$ cat config.mk
export PLATFORM = sky130hd
export DESIGN_NAME = dspd_cell
export DESIGN_NICKNAME = d
export VERILOG_FILES = /design/src/dspd_pkg.sv /design/src/dspd_cell.sv
export SDC_FILE = /design/constraint.sdc
export NUM_CORES = 1
export LEC_CHECK = 0
export BUFFER_PORTS_ARGS = -buffer_cell sky130_fd_sc_hd__buf_2
export CAP_MARGIN = 20
export CELL_PAD_IN_SITES_DETAIL_PLACEMENT = 1
export CELL_PAD_IN_SITES_GLOBAL_PLACEMENT = 1
export CORE_ASPECT_RATIO = 1.4
export CORE_MARGIN = 3
export CORE_UTILIZATION = 28
export DETAILED_ROUTE_END_ITERATION = 12
export PLACE_DENSITY = 0.87
export RECOVER_POWER = 100
export SLEW_MARGIN = 10
export SYNTH_ARGS = -nofsm -noshare
export SYNTH_HDL_FRONTEND = slang
export SYNTH_SLANG_ARGS = --single-unit
$ cat constraint.sdc
create_clock -name clock -period 5.4 [get_ports clock]
set_clock_uncertainty 0.05 [all_clocks]
set_input_delay 0.27 -clock clock [delete_from_list [all_inputs] [get_ports clock]]
set_output_delay 0.27 -clock clock [all_outputs]
set_load 0.05 [all_outputs]
$ cat src/dspd_pkg.sv
// Package for the depth sorted polygon deferral unit.
// Types and codes used by the sort cell, divider and top level.
`default_nettype none
package dspd_pkg;
   localparam logic [1:0] REQ_ADD     = 2'd0;
   localparam logic [1:0] REQ_FLUSH   = 2'd1;
   localparam logic [1:0] REQ_SCENE   = 2'd2;
   localparam logic [1:0] REQ_DISCARD = 2'd3;

   localparam logic [1:0] KIND_ACCEPT = 2'd0;
   localparam logic [1:0] KIND_REJECT = 2'd1;
   localparam logic [1:0] KIND_REPLAY = 2'd2;

   // one held polygon as it travels through the sort chain
   typedef struct packed {
      logic        valid;
      logic [31:0] depth;
      logic [4:0]  slot;
      logic [7:0]  first;
      logic [8:0]  points;
   } entry_type;

   typedef enum logic [2:0] {
      ST_IDLE, ST_DIV, ST_FLUSH, ST_ACCEPT, ST_REJECT
   } state_type;
endpackage
`default_nettype wire

$ cat src/dspd_cell.sv
// One cell of the insertion sort chain; holds one entry.
// On insert, takes the new entry or the entry of the cell above. Uses dspd_pkg.
`default_nettype none
module dspd_cell import dspd_pkg::*; (
   input  wire logic      clock,
   input  wire logic      reset,
   input  wire logic      clear,
   input  wire logic      insert,
   input  wire logic      shift,
   input  wire entry_type new_entry,
   input  wire entry_type prev_held,
   input  wire logic      prev_take,
   input  wire entry_type next_held,
   output logic           take,
   output entry_type      held
);
   entry_type held_ff, held_in;

   // strict compare keeps arrival order for equal depths
   assign take = new_entry.valid &&
      (!held_ff.valid || $signed(new_entry.depth) > $signed(held_ff.depth));

   // chain is sorted, so take is set from the insert point downward
   always_comb begin
      held_in = held_ff;
      if (clear) begin
         held_in.valid = 1'b0;
      end else if (shift) begin
         held_in = next_held;
      end else if (insert) begin
         if (prev_take)  held_in = prev_held;
         else if (take)  held_in = new_entry;
      end
   end

   always_ff @(posedge clock) begin
      if (reset) held_ff.valid <= 1'b0;
      else       held_ff.valid <= held_in.valid;
      held_ff.depth  <= held_in.depth;
      held_ff.slot   <= held_in.slot;
      held_ff.first  <= held_in.first;
      held_ff.points <= held_in.points;
   end

   assign held = held_ff;
endmodule
`default_nettype wire

==> run metrics <==
peak supply drop=0.102 mV; die area=14500 um^2; number of global-route vias before repair=3822; Min Hold Slack=0.206 ns; Reg power frac=43.7%; fmax=0.301 GHz; sw power=0.000397 W; Final ANT Viol Nets=0; Post-CTS Setup Bufs=0; dpl cell area=4940 um^2; Crit Path Category=flop to flop; slack of the worst reg-to-reg path=2.08 ns; Chip Height=142 um; global-route wire length before repair=18.4 mm; number of I/O pins=227; Avg Inst Size Synth=10.0 um^2; Vias=3601; Sw Share=33.2%; CTS root buf=clkbuf_16; FILL cells=1557; YS warnings=0; Slew Limit Fails=0; width of the die=103 um; cell-internal power=0.000797 W; final WL=12.3 mm; setup tns final=0 ns; WP data required=5.31 ns; max cap viols=0; Critical Path Source Type=flop; GP Congestion=0.774; # diodes=0; total track usage=16.2%; Power Dens Cells=238 nW/um^2; post-detail-place hpwl=10.1 mm; DR pass1 iterations=4; Post-layout nets=785; mapped cell area=3670 um^2; row count=48; Synth Net Count=569; antenna violations before repair=1; maximum number of pins on one net before global-route repair=114; number of flip-flops in the largest register=55; clock buffer depth=2; layout cells sized above 1=31.6%; final std cell area, no fill=5010 um^2; Seq cells post-synth=55; port buffer count=226; post-synthesis sequential area ratio=44.7%; Syn Inst Count=366; crit path max fanout=54; wire per inst=16.8 um; post-CTS sizing=0; # hold bufs at CTS=0; Rel. slew slack=36.3%; final hold violations=0; Post-route DRC=0; Final min period=3.32 ns; Core Footprint=12600 um^2; most common cell after layout, fill and taps aside=buf_2; Yosys cell types=30; Worst Path Arrival=3.23 ns; fin util=39.9%; worst-margin pin slew=0.931 ns; Combinational Power Share=29.3%; Initial DRC Count=85; CTS tree=built; status=finished, final reports clean; most frequent cells in the layout=buf_2 (168), nand2_1 (60), o21ai_0 (58); Worst setup EP type=flop; Clk pwr share=27.0%; total power=0.00119 W; Remaining Overflow, GRT=0; R2R cell count=9; vias per inst=4.91; cts bufs inserted=5; final worst path period share=61.5%; Worst-path clk slew=0.07 ns; final setup violating endpoints=0; Initial Utilization=29.3%; depth of the CTS H-tree=2; RSZ-0062 raised after global routing=no; worst skew pair latency=0.29 ns; synth-to-layout area growth=36.3%; hold path depth=3; HP Class=primary input to flop; clk sinks=55; static leakage=2.37 nW
==> kinds of logic (layout without fill, tap and decap cells) <==
logic type,count (synthesis),count (layout),synth area share [%]
compound gates,83,83,12.4
simple gates,88,88,11.2
buf+inv,52,269,5.48
fa+ha+maj,32,32,10.9
mux,56,56,15.3
flops,55,55,44.7
==> cells in the mapped netlist <==
| library cell | count | area share (%) |
|---|---|---|
| nand2_1 | 60 | 6.1 |
| o21ai_0 | 58 | 7.9 |
| mux2i_1 | 56 | 15 |
| edfxtp_1 | 54 | 44 |
| inv_1 | 34 | 3.5 |
| ha_1 | 32 | 11 |
| a21oi_1 | 14 | 1.9 |
| clkbuf_1 | 12 | 1.2 |
| nand4_1 | 6 | 1.0 |
| nor2_1 | 6 | 0.61 |
| buf_2 | 5 | 0.68 |
| or3_1 | 3 | 0.51 |
| a211oi_1 | 2 | 0.41 |
| a221oi_1 | 2 | 0.48 |
| nand4_2 | 2 | 0.68 |
| nor2b_1 | 2 | 0.34 |
| nor3_1 | 2 | 0.27 |
| nor4_2 | 2 | 0.68 |
| o211ai_1 | 2 | 0.41 |
| o21ai_1 | 2 | 0.27 |
| a2111o_1 | 1 | 0.31 |
| a2111oi_2 | 1 | 0.41 |
| a31oi_2 | 1 | 0.34 |
| and2b_1 | 1 | 0.20 |
| buf_1 | 1 | 0.10 |
| dfxtp_1 | 1 | 0.54 |
| nand2b_1 | 1 | 0.17 |
| nand2b_2 | 1 | 0.24 |
| nand3_1 | 1 | 0.14 |
| or3b_1 | 1 | 0.24 |
==> per-stage QoR <==
step                setup WS (ns)  cells
floorplan                   0.698    366
global placement             2.29    725
detailed placement           2.22    725
CTS                          2.22    733
global route                 1.69    733
finish                       2.08    733
==> power by group through the flow <==
stage	sequential (W)	combinational, W	clock [W]
after floorplan	0.000631	0.000126	0
after global routing	0.000525	0.000386	0.000343
after CTS	0.000521	0.000365	0.000335
final	0.000521	0.000350	0.000322
after detailed placement	0.000531	0.000364	0
after global placement	0.000528	0.000349	0
==> path summary, 6_finish.rpt <==
path / from / endpoint
worst max-delay path: held[27] / held[32]
worst min-delay path: next_held[19] / held[19]
worst max register to register: held[27] / held[32]
worst min register to register: held[54] / held[54]
==> per-layer routing <==
layer  vias up  wire (um)  GRT usage (%)
met4         2        312           5.18
met1      1686       4470           16.5
met5         -         13              0
li1       1748          -              -
met3        22        757           3.59
met2       143       6770           31.7
==> worst max-delay path: stages (launching register included) <==
cell       delay, ns
edfxtp_1        0.40
inv_1           0.08
ha_1            0.24
a21oi_1         0.16
o21ai_0         0.12
a221oi_1        0.43
a31oi_2         0.18
a2111oi_0       0.85
nor3_4          0.06
buf_4           0.38
==> area by class of cell <==
type | instances | area [um^2] | area share, %
Tap cell | 150 | 188 | 3.75
Inverter | 34 | 128 | 2.55
Clock inverter | 2 | 12.5 | 0.250
Multi-Input combinational cell | 259 | 1840 | 36.7
Sequential cell | 55 | 1640 | 32.8
Clock buffer | 6 | 129 | 2.57
Timing Repair Buffer | 227 | 1070 | 21.4
Note: power is estimated with default switching activity, not from simulation.
