$ cat config.mk
export PLATFORM = sky130hd
export DESIGN_NAME = dspd_div
export DESIGN_NICKNAME = d
export VERILOG_FILES = /design/src/dspd_pkg.sv /design/src/dspd_div.sv
export SDC_FILE = /design/constraint.sdc
export NUM_CORES = 1
export LEC_CHECK = 0
export BUFFER_PORTS_ARGS = -buffer_cell sky130_fd_sc_hd__buf_2
export CORE_MARGIN = 2
export CORE_UTILIZATION = 60
export CTS_CLUSTER_DIAMETER = 200
export CTS_CLUSTER_SIZE = 12
export DETAILED_ROUTE_END_ITERATION = 7
export HOLD_SLACK_MARGIN = 0.15
export PLACE_DENSITY = 0.84
export SLEW_MARGIN = 30
export SYNTH_ARGS = -nofsm -noshare
export SYNTH_HDL_FRONTEND = slang
export SYNTH_SLANG_ARGS = --single-unit
$ cat constraint.sdc
create_clock -name clock -period 5.8 [get_ports clock]
set_clock_uncertainty 0.1 [all_clocks]
set_input_delay 0.87 -clock clock [delete_from_list [all_inputs] [get_ports clock]]
set_output_delay 0.87 -clock clock [all_outputs]
set_load 0.01 [all_outputs]
$ cat src/dspd_pkg.sv
// Package for the depth sorted polygon deferral unit.
// Types and codes used by the sort cell, divider and top level.
`default_nettype none
package dspd_pkg;
   localparam logic [1:0] REQ_ADD     = 2'd0;
   localparam logic [1:0] REQ_FLUSH   = 2'd1;
   localparam logic [1:0] REQ_SCENE   = 2'd2;
   localparam logic [1:0] REQ_DISCARD = 2'd3;

   localparam logic [1:0] KIND_ACCEPT = 2'd0;
   localparam logic [1:0] KIND_REJECT = 2'd1;
   localparam logic [1:0] KIND_REPLAY = 2'd2;

   // one held polygon as it travels through the sort chain
   typedef struct packed {
      logic        valid;
      logic [31:0] depth;
      logic [4:0]  slot;
      logic [7:0]  first;
      logic [8:0]  points;
   } entry_type;

   typedef enum logic [2:0] {
      ST_IDLE, ST_DIV, ST_FLUSH, ST_ACCEPT, ST_REJECT
   } state_type;
endpackage
`default_nettype wire

$ cat src/dspd_div.sv
// Iterative signed divider: 40-bit dividend by 10-bit divisor, one bit a cycle.
// Truncates toward zero and saturates to signed 32 bits. Uses dspd_pkg.
`default_nettype none
module dspd_div import dspd_pkg::*; (
   input  wire logic        clock,
   input  wire logic        reset,
   input  wire logic        start,
   input  wire logic [39:0] dividend,
   input  wire logic [9:0]  divisor,
   output logic             done,
   output logic [31:0]      quotient
);
   logic [39:0] quo_ff, quo_in;
   logic [10:0] rem_ff, rem_in;
   logic [9:0]  den_ff, den_in;
   logic        neg_ff, neg_in;
   logic [5:0]  cnt_ff, cnt_in;
   logic        busy_ff, busy_in;
   logic [39:0] mag;
   logic [10:0] trial;
   logic [39:0] sq;

   assign mag = dividend[39] ? (~dividend + 40'd1) : dividend;

   always_comb begin
      quo_in  = quo_ff;
      rem_in  = rem_ff;
      den_in  = den_ff;
      neg_in  = neg_ff;
      cnt_in  = cnt_ff;
      busy_in = busy_ff;
      trial   = {rem_ff[9:0], quo_ff[39]};
      if (start) begin
         quo_in  = mag;
         rem_in  = '0;
         den_in  = divisor;
         neg_in  = dividend[39];
         cnt_in  = 6'd40;
         busy_in = 1'b1;
      end else if (busy_ff) begin
         if (trial >= {1'b0, den_ff}) begin
            rem_in = trial - {1'b0, den_ff};
            quo_in = {quo_ff[38:0], 1'b1};
         end else begin
            rem_in = trial;
            quo_in = {quo_ff[38:0], 1'b0};
         end
         cnt_in = cnt_ff - 6'd1;
         if (cnt_ff == 6'd1) busy_in = 1'b0;
      end
   end

   always_ff @(posedge clock) begin
      if (reset) begin
         busy_ff <= 1'b0;
         cnt_ff  <= '0;
      end else begin
         busy_ff <= busy_in;
         cnt_ff  <= cnt_in;
      end
      quo_ff <= quo_in;
      rem_ff <= rem_in;
      den_ff <= den_in;
      neg_ff <= neg_in;
   end

   assign done = busy_ff == 1'b0;

   // for a nonzero divisor the magnitude is at most 2^39; saturate after sign
   always_comb begin
      sq = neg_ff ? (~quo_ff + 40'd1) : quo_ff;
      if (!neg_ff && quo_ff > 40'h007FFFFFFF)
         quotient = 32'h7FFFFFFF;
      else if (neg_ff && quo_ff > 40'h0080000000)
         quotient = 32'h80000000;
      else
         quotient = sq[31:0];
   end
endmodule
`default_nettype wire

==> results of run 1 <==
==> worst max-delay path: stages (launching register included) <==
cell	delay, ns
edfxtp_1	0.45
inv_1	0.09
ha_1	0.21
nor3b_1	0.32
nand2_1	0.28
o41a_2	0.76
o41ai_1	0.47
a221o_1	0.22
buf_2	0.13
==> synth_stat cells, types with 3 or more instances <==
cell	instances	share of area
nor3_1	23	0.020
and3_1	8	0.0089
dfxtp_1	17	0.060
edfxtp_1	51	0.27
clkbuf_1	33	0.022
a211oi_1	4	0.0053
or3_1	17	0.019
o41ai_2	8	0.023
nor2b_1	8	0.0089
o31a_1	3	0.0047
a211o_1	12	0.019
o31ai_1	15	0.020
nand4_1	10	0.011
a21o_1	10	0.013
a31o_2	5	0.0078
nand2b_1	3	0.0033
buf_1	5	0.0033
or4_1	10	0.013
o41ai_1	6	0.0093
nor4b_1	4	0.0062
mux2i_1	6	0.011
nor2_1	78	0.052
a221o_1	7	0.012
a311oi_1	8	0.012
xor2_1	33	0.051
nand2_1	28	0.019
ha_1	14	0.031
nand3_1	8	0.0071
o21ai_0	16	0.014
buf_2	4	0.0036
a2111oi_0	4	0.0062
inv_1	28	0.019
nor4_1	16	0.018
a41oi_1	3	0.0047
or2_2	6	0.0067
a21oi_1	56	0.050
xnor2_1	11	0.017
nand4b_1	3	0.0047
a31oi_1	12	0.013
o21ai_1	3	0.0027
nor3b_1	5	0.0067
==> through the flow <==
step | util | total power [mW] | std cells | worst slack (ns) | area (um^2)
after detailed placement | 0.6580 | 1.005 | 806 | 1.813 | 6022
after CTS | 0.6763 | 1.339 | 822 | 1.447 | 6190
after global routing | 0.6781 | 1.414 | 823 | 1.345 | 6206
after global placement | 0.6571 | 0.9925 | 805 | 1.936 | 6015
after floorplan | - | 0.8854 | 652 | 2.565 | 5628
final | 0.6783 | 1.346 | 824 | 1.566 | 6208
==> sequential cells by signal, indices dropped and copies added (netlist names) <==
register / cells
den_ff: 10
cnt_ff: 6
busy_ff: 1
rem_ff: 10
quo_ff: 40
neg_ff: 1
==> power groups by stage <==
stage / Clock, mW / Combinational, mW / Sequential, mW
2_1_floorplan: 0 / 0.255 / 0.631
3_3_place_gp: 0 / 0.340 / 0.653
3_5_place_dp: 0 / 0.350 / 0.655
4_1_cts: 0.341 / 0.354 / 0.644
5_1_grt: 0.362 / 0.398 / 0.654
6_report: 0.340 / 0.359 / 0.647
==> final timing paths <==
check	startpoint	to	cells after the start
max	quo_ff[0]	quotient[11]	8
min	cnt_ff[1]	cnt_ff[1]	2
max reg2reg	quo_ff[39]	rem_ff[5]	7
min reg2reg	cnt_ff[1]	cnt_ff[1]	2
==> per-layer routing <==
layer / vias up / GRT usage / part of all wire
li1: 2622 / - / -
met1: 2601 / 0.3806 / 0.42
met2: 227 / 0.4903 / 0.50
met3: 19 / 0.05201 / 0.067
met4: 0 / 0.08430 / 0.013
met5: - / 0 / 0
==> cell families after synthesis <==
kind of cell	Yosys count
adder cells (fa/ha/maj)	15
multiplexers	7
AND/OR/NAND/NOR	244
XOR/XNOR	44
buffers and inverters	76
AO/OA/AOI/OAI	198
flip-flops	68
==> area by class of cell <==
type | instances | area [um^2] | area share
inverters | 30 | 112.6 | 0.01814
clock buffers | 10 | 137.6 | 0.02217
well taps | 111 | 138.9 | 0.02237
diodes | 1 | 2.502 | 0.0004031
flip-flops and latches | 68 | 1872 | 0.3015
clock inverters | 6 | 30.03 | 0.004837
multi-input cells | 508 | 3445 | 0.5548
repair buffers | 90 | 470.5 | 0.07578
==> flow_metrics.py, run 1 <==
metrics = {
    "outcome": {
        "status": "finished, final reports clean",
    },
    "worst_setup_path": {
        "start_kind": "register",
        "critPathKind": "reg2out",
        "end_kind": "output port",
        "cp.arrival_ns": 3.26,
        "ff2ff_setup_slack_ns": 2.91,
        "path_max_fanout": 26,
        "crit_required_ns": 4.83,
    },
    "yosys": {
        "synth.yosys.seq_area_share": 0.3326,
        "synthSimpleGateAreaFrac": 0.2323,
        "synth-compound-area-share": 0.2637,
        "synth_area_um2": 5628,
        "synth_fp_nets": 720,
        "synth_top_family_by_area": "compound AO/OA/AOI/OAI gates",
        "ys.flop_type": "edfxtp_1",
        "synth_xor_area_frac": 0.06847,
        "syn_area_per_cell_um2": 8.632,
        "synth_warnings": 0,
        "synth_cell_types": 74,
        "ys_seq_elements": 68,
        "muxShareOfSynthArea": 0.01267,
        "async_flop_share": 0,
        "yosys.area_share.adder": 0.03468,
        "synth_edf_count": 51,
        "netlist_instances": 652,
    },
    "floorplanning": {
        "rows": 35,
        "fp.dieW_um": 100.9,
        "initial_core_util": 0.6149,
        "pin_count": 86,
        "die_y_um": 100.9,
        "core_um2": 9153,
        "die_area_um2": 10170,
    },
    "place": {
        "place.gp.congestion": 0.9107,
        "io_buffers": 85,
        "hpwl_um": 10470,
    },
    "clock_network": {
        "cts_setup_buffers": 0,
        "path_clk_slew_ns": 0.07,
        "ctsResizeCount": 0,
        "cts.path.max_buffers": 2,
        "h-tree-depth": 3,
        "clkSinkCount": 68,
        "cts_buffers": 9,
        "clock-root-buffer": "clkbuf_8",
        "cts_tree": "done",
        "hold_buffers": 0,
        "clk_latency_ns": 0.35,
    },
    "timing": {
        "setup_violations": 0,
        "slew_viol_final": 0,
        "rsz0062_at_grt": "no",
        "finalHoldViolCount": 0,
        "min_period_ns": 4.234,
        "whs_ns": 0.4046,
        "tightest_slew_ns": 0.9823,
        "min_period_over_period": 0.7301,
        "fmax_ghz": 0.2362,
        "setup_tns_ns": 0,
        "relSlewSlack": 0.3445,
    },
    "layout": {
        "syn_to_final_growth_pct": 10.32,
        "drive_above_1_share": 0.1952,
        "nNetsFinal": 775,
        "n_fill_cell": 759,
        "most-common-layout-cells": "buf_2, nor2_1, a21oi_1",
        "layout_commonest_cell": "buf_2",
    },
    "route": {
        "drt-total-wl_um": 14610,
        "drc_errors": 0,
        "drt-initial-drc-count": 421,
        "viasPerCell": 6.637,
        "dr.pass1.iters": 5,
        "wire_per_inst_um": 17.73,
        "ant_nets": 0,
        "dr_total_vias": 5469,
    },
    "power": {
        "swShare": 0.3337,
        "p_comb_frac": 0.267,
        "max-vdd-ir-drop_v": 0.0001868,
        "p_per_area_nw_per_um2": 216.8,
        "leakagePower_nw": 2.419,
        "seqPwrFrac": 0.481,
        "power.share.clock": 0.253,
        "p_int_mw": 0.8967,
        "p_sw_mw": 0.4491,
    },
    "grt": {
        "grt_pass1_wl_um": 23830,
        "antenna_found_initial": 0,
        "overflow": 0,
        "track_usage": 0.2899,
        "grt_pass1_vias": 4986,
        "grt_max_degree": 102,
    },
    "hold_path": {
        "min_path_type": "reg2reg",
    },
    "flow_run": {
        "maxCapViolations": 0,
    },
}
Power figures use the tool's default switching activity.
==> run 2, diff against run 1 <==
ABC_AREA = 1   (was default)
CORE_UTILIZATION = 53   (was 60)
PLACE_DENSITY = 0.78   (was 0.84)
clock period = 3.5 ns   (was 5.8 ns; I/O delays follow)
==> run 2 against run 1 <==
  * Sequential share of layout area decreased by 1.5 points
  * Critical path depth up 3
  * Largest cell class unchanged
  * Die area up 16%
  * Global-route usage decreased by 3.7 points
  * Sequential power increased by 58%
  * Critical endpoint is now quotient[1]
  * Register-to-register slack lost 1.5 ns
  * Routed wire length shrank 3.6%
  * Via count up 4.7%
  * Utilization shrank 7.3 points
==> flow_metrics.py, run 2 <==
metrics = {
    "layout": {
        "layout_commonest_cell": "nand2_1",
        "final_cell_area_um2": 6530,
        "syn_to_final_growth_pct": 12.28,
        "largestRegisters": "quo_ff x40, den_ff x10, rem_ff x10",
        "most-common-layout-cells": "nand2_1, nor2_1, nand3_1",
        "diodes": 0,
        "top_register": "quo_ff",
        "n_fill_cell": 1062,
        "nNetsFinal": 1035,
        "largest_reg_flops": 40,
        "drive_above_1_share": 0.1348,
    },
    "clock_network": {
        "cts_tree": "done",
        "cts.path.max_buffers": 2,
        "ctsResizeCount": 0,
        "clk_latency_ns": 0.36,
        "hold_buffers": 0,
        "clkSinkCount": 68,
        "cts_setup_buffers": 0,
        "path_clk_slew_ns": 0.09,
        "clock-root-buffer": "clkbuf_8",
        "h-tree-depth": 3,
        "cts_buffers": 9,
    },
    "yosys": {
        "synth_warnings": 0,
        "synthSimpleGateAreaFrac": 0.4090,
        "synth_most_common_cell": "nand2_1",
        "yosys.area_share.adder": 0.03356,
        "async_flop_share": 0,
        "ys.flop_type": "edfxtp_1",
        "syn_area_per_cell_um2": 6.542,
        "synth_area_um2": 5816,
        "netlist_instances": 889,
        "synth_edf_count": 51,
        "ys_seq_elements": 68,
        "synth-compound-area-share": 0.07616,
        "synth_top_area_cell": "edfxtp_1",
        "synth_xor_area_frac": 0.07380,
        "synth_top_family_by_area": "simple AND/OR/NAND/NOR gates",
        "synth_fp_nets": 957,
        "synth_top_area_frac": 0.2633,
        "synthTopCellsByCount": "nand2_1, nor2_1, nand3_1",
        "synthTopCellsByArea": "edfxtp_1, nand2_1, nand3_1",
        "synth.yosys.seq_area_share": 0.3219,
        "muxShareOfSynthArea": 0,
        "synth_cell_types": 45,
    },
    "route": {
        "drc_errors": 0,
        "drt-total-wl_um": 14090,
        "ant_nets": 0,
        "dr.pass1.iters": 5,
        "drt-initial-drc-count": 430,
        "dr_total_vias": 5727,
        "wire_per_inst_um": 12.67,
        "viasPerCell": 5.150,
    },
    "floorplanning": {
        "initial_core_util": 0.5388,
        "core_um2": 10790,
        "die_y_um": 108.8,
        "die_area_um2": 11830,
        "fp.dieW_um": 108.8,
        "rows": 38,
        "pin_count": 86,
    },
    "flow_run": {
        "maxCapViolations": 0,
    },
    "place": {
        "place.gp.congestion": 0.9531,
        "io_buffers": 85,
        "hpwl_um": 11190,
        "dpl_cell_area_um2": 6339,
    },
    "worst_setup_path": {
        "critPathKind": "reg2out",
        "crit_required_ns": 2.87,
        "path_max_fanout": 32,
        "start_kind": "register",
        "cp.arrival_ns": 2.45,
        "end_kind": "output port",
    },
    "grt": {
        "antenna_found_initial": 0,
        "grt_pass1_wl_um": 23560,
        "grt_max_degree": 44,
        "overflow": 0,
        "grt_pass1_vias": 5003,
        "track_usage": 0.2533,
    },
    "power": {
        "p_per_area_nw_per_um2": 347.6,
        "max-vdd-ir-drop_v": 0.0001695,
        "p_total_mw": 2.270,
        "leakagePower_nw": 3.105,
    },
    "timing": {
        "rsz0062_at_grt": "no",
        "min_period_over_period": 0.8797,
        "relSlewSlack": 0.5065,
        "finalHoldViolCount": 0,
        "setup_tns_ns": 0,
        "tightest_slew_ns": 0.7375,
        "slew_viol_final": 0,
        "setup_violations": 0,
        "min_period_ns": 3.079,
        "fmax_ghz": 0.3248,
    },
    "hold_path": {
        "min_path_type": "in2reg",
    },
    "outcome": {
        "status": "finished, final reports clean",
    },
}
run 2: critical path, stage by stage, from the launching register on:
cell and delay, ns:
edfxtp_1 0.40, inv_1 0.12, ha_1 0.19, nand3_1 0.16, nor2_1 0.18, nand2_1 0.06, nor2_1 0.11, nand2_1 0.07
nand3_2 0.39, o211ai_1 0.16, nand2_1 0.12, buf_2 0.15
run 2: kinds of logic after synthesis:
group,after synthesis
and+or+nand+nor,556
buffers and inverters,123
xor gates and xnor gates,49
AOI/OAI and AO/OA,78
adders and majority gates,15
DFF,68
run 2: final timing paths:
check	cells past startpoint	to	startpoint	slack [ns]
hold / removal	1	den_ff[2]	divisor[2]	0.24
hold reg to reg	2	rem_ff[4]	rem_ff[4]	0.37
setup / recovery	11	quotient[1]	quo_ff[0]	0.42
setup reg to reg	12	rem_ff[6]	quo_ff[39]	1.42
run 2: final cells by class:
cell class	instances	area (um^2)	share of cell area
Clock buffer	10	148.9	0.02280
Clock inverter	6	42.54	0.006515
Inverter	98	367.9	0.05633
Multi-Input combinational cell	698	3446	0.5277
Sequential cell	68	1872	0.2866
Tap cell	140	175.2	0.02683
Timing Repair Buffer	92	478.0	0.07319
run 2: report_power, final:
part,internal (mW),switching [mW]
Clock,0.304,0.312
Sequential,0.958,0.0644
Combinational,0.227,0.404
Total,1.49,0.781
run 2: metrics by stage:
step                      cells  worst slack [ns]  utilization  hold slack (ns)
after detailed placement   1096            0.7899       0.5873           0.3582
after global placement     1096            0.8726       0.5873           0.3589
final                      1112            0.4210       0.6050           0.2405
after global routing       1112            0.1286       0.6050           0.2248
after CTS                  1112            0.3972       0.6050           0.2250
after floorplan             889             1.341            -           0.3439
run 2: metal layers:
| metal | track usage | vias up | part of all wire |
|---|---|---|---|
| li1 | - | 3022 | - |
| met1 | 0.3989 | 2475 | 0.51 |
| met2 | 0.3522 | 208 | 0.40 |
| met3 | 0.03288 | 22 | 0.071 |
| met4 | 0.08700 | 0 | 0.022 |
| met5 | 0 | - | 0 |
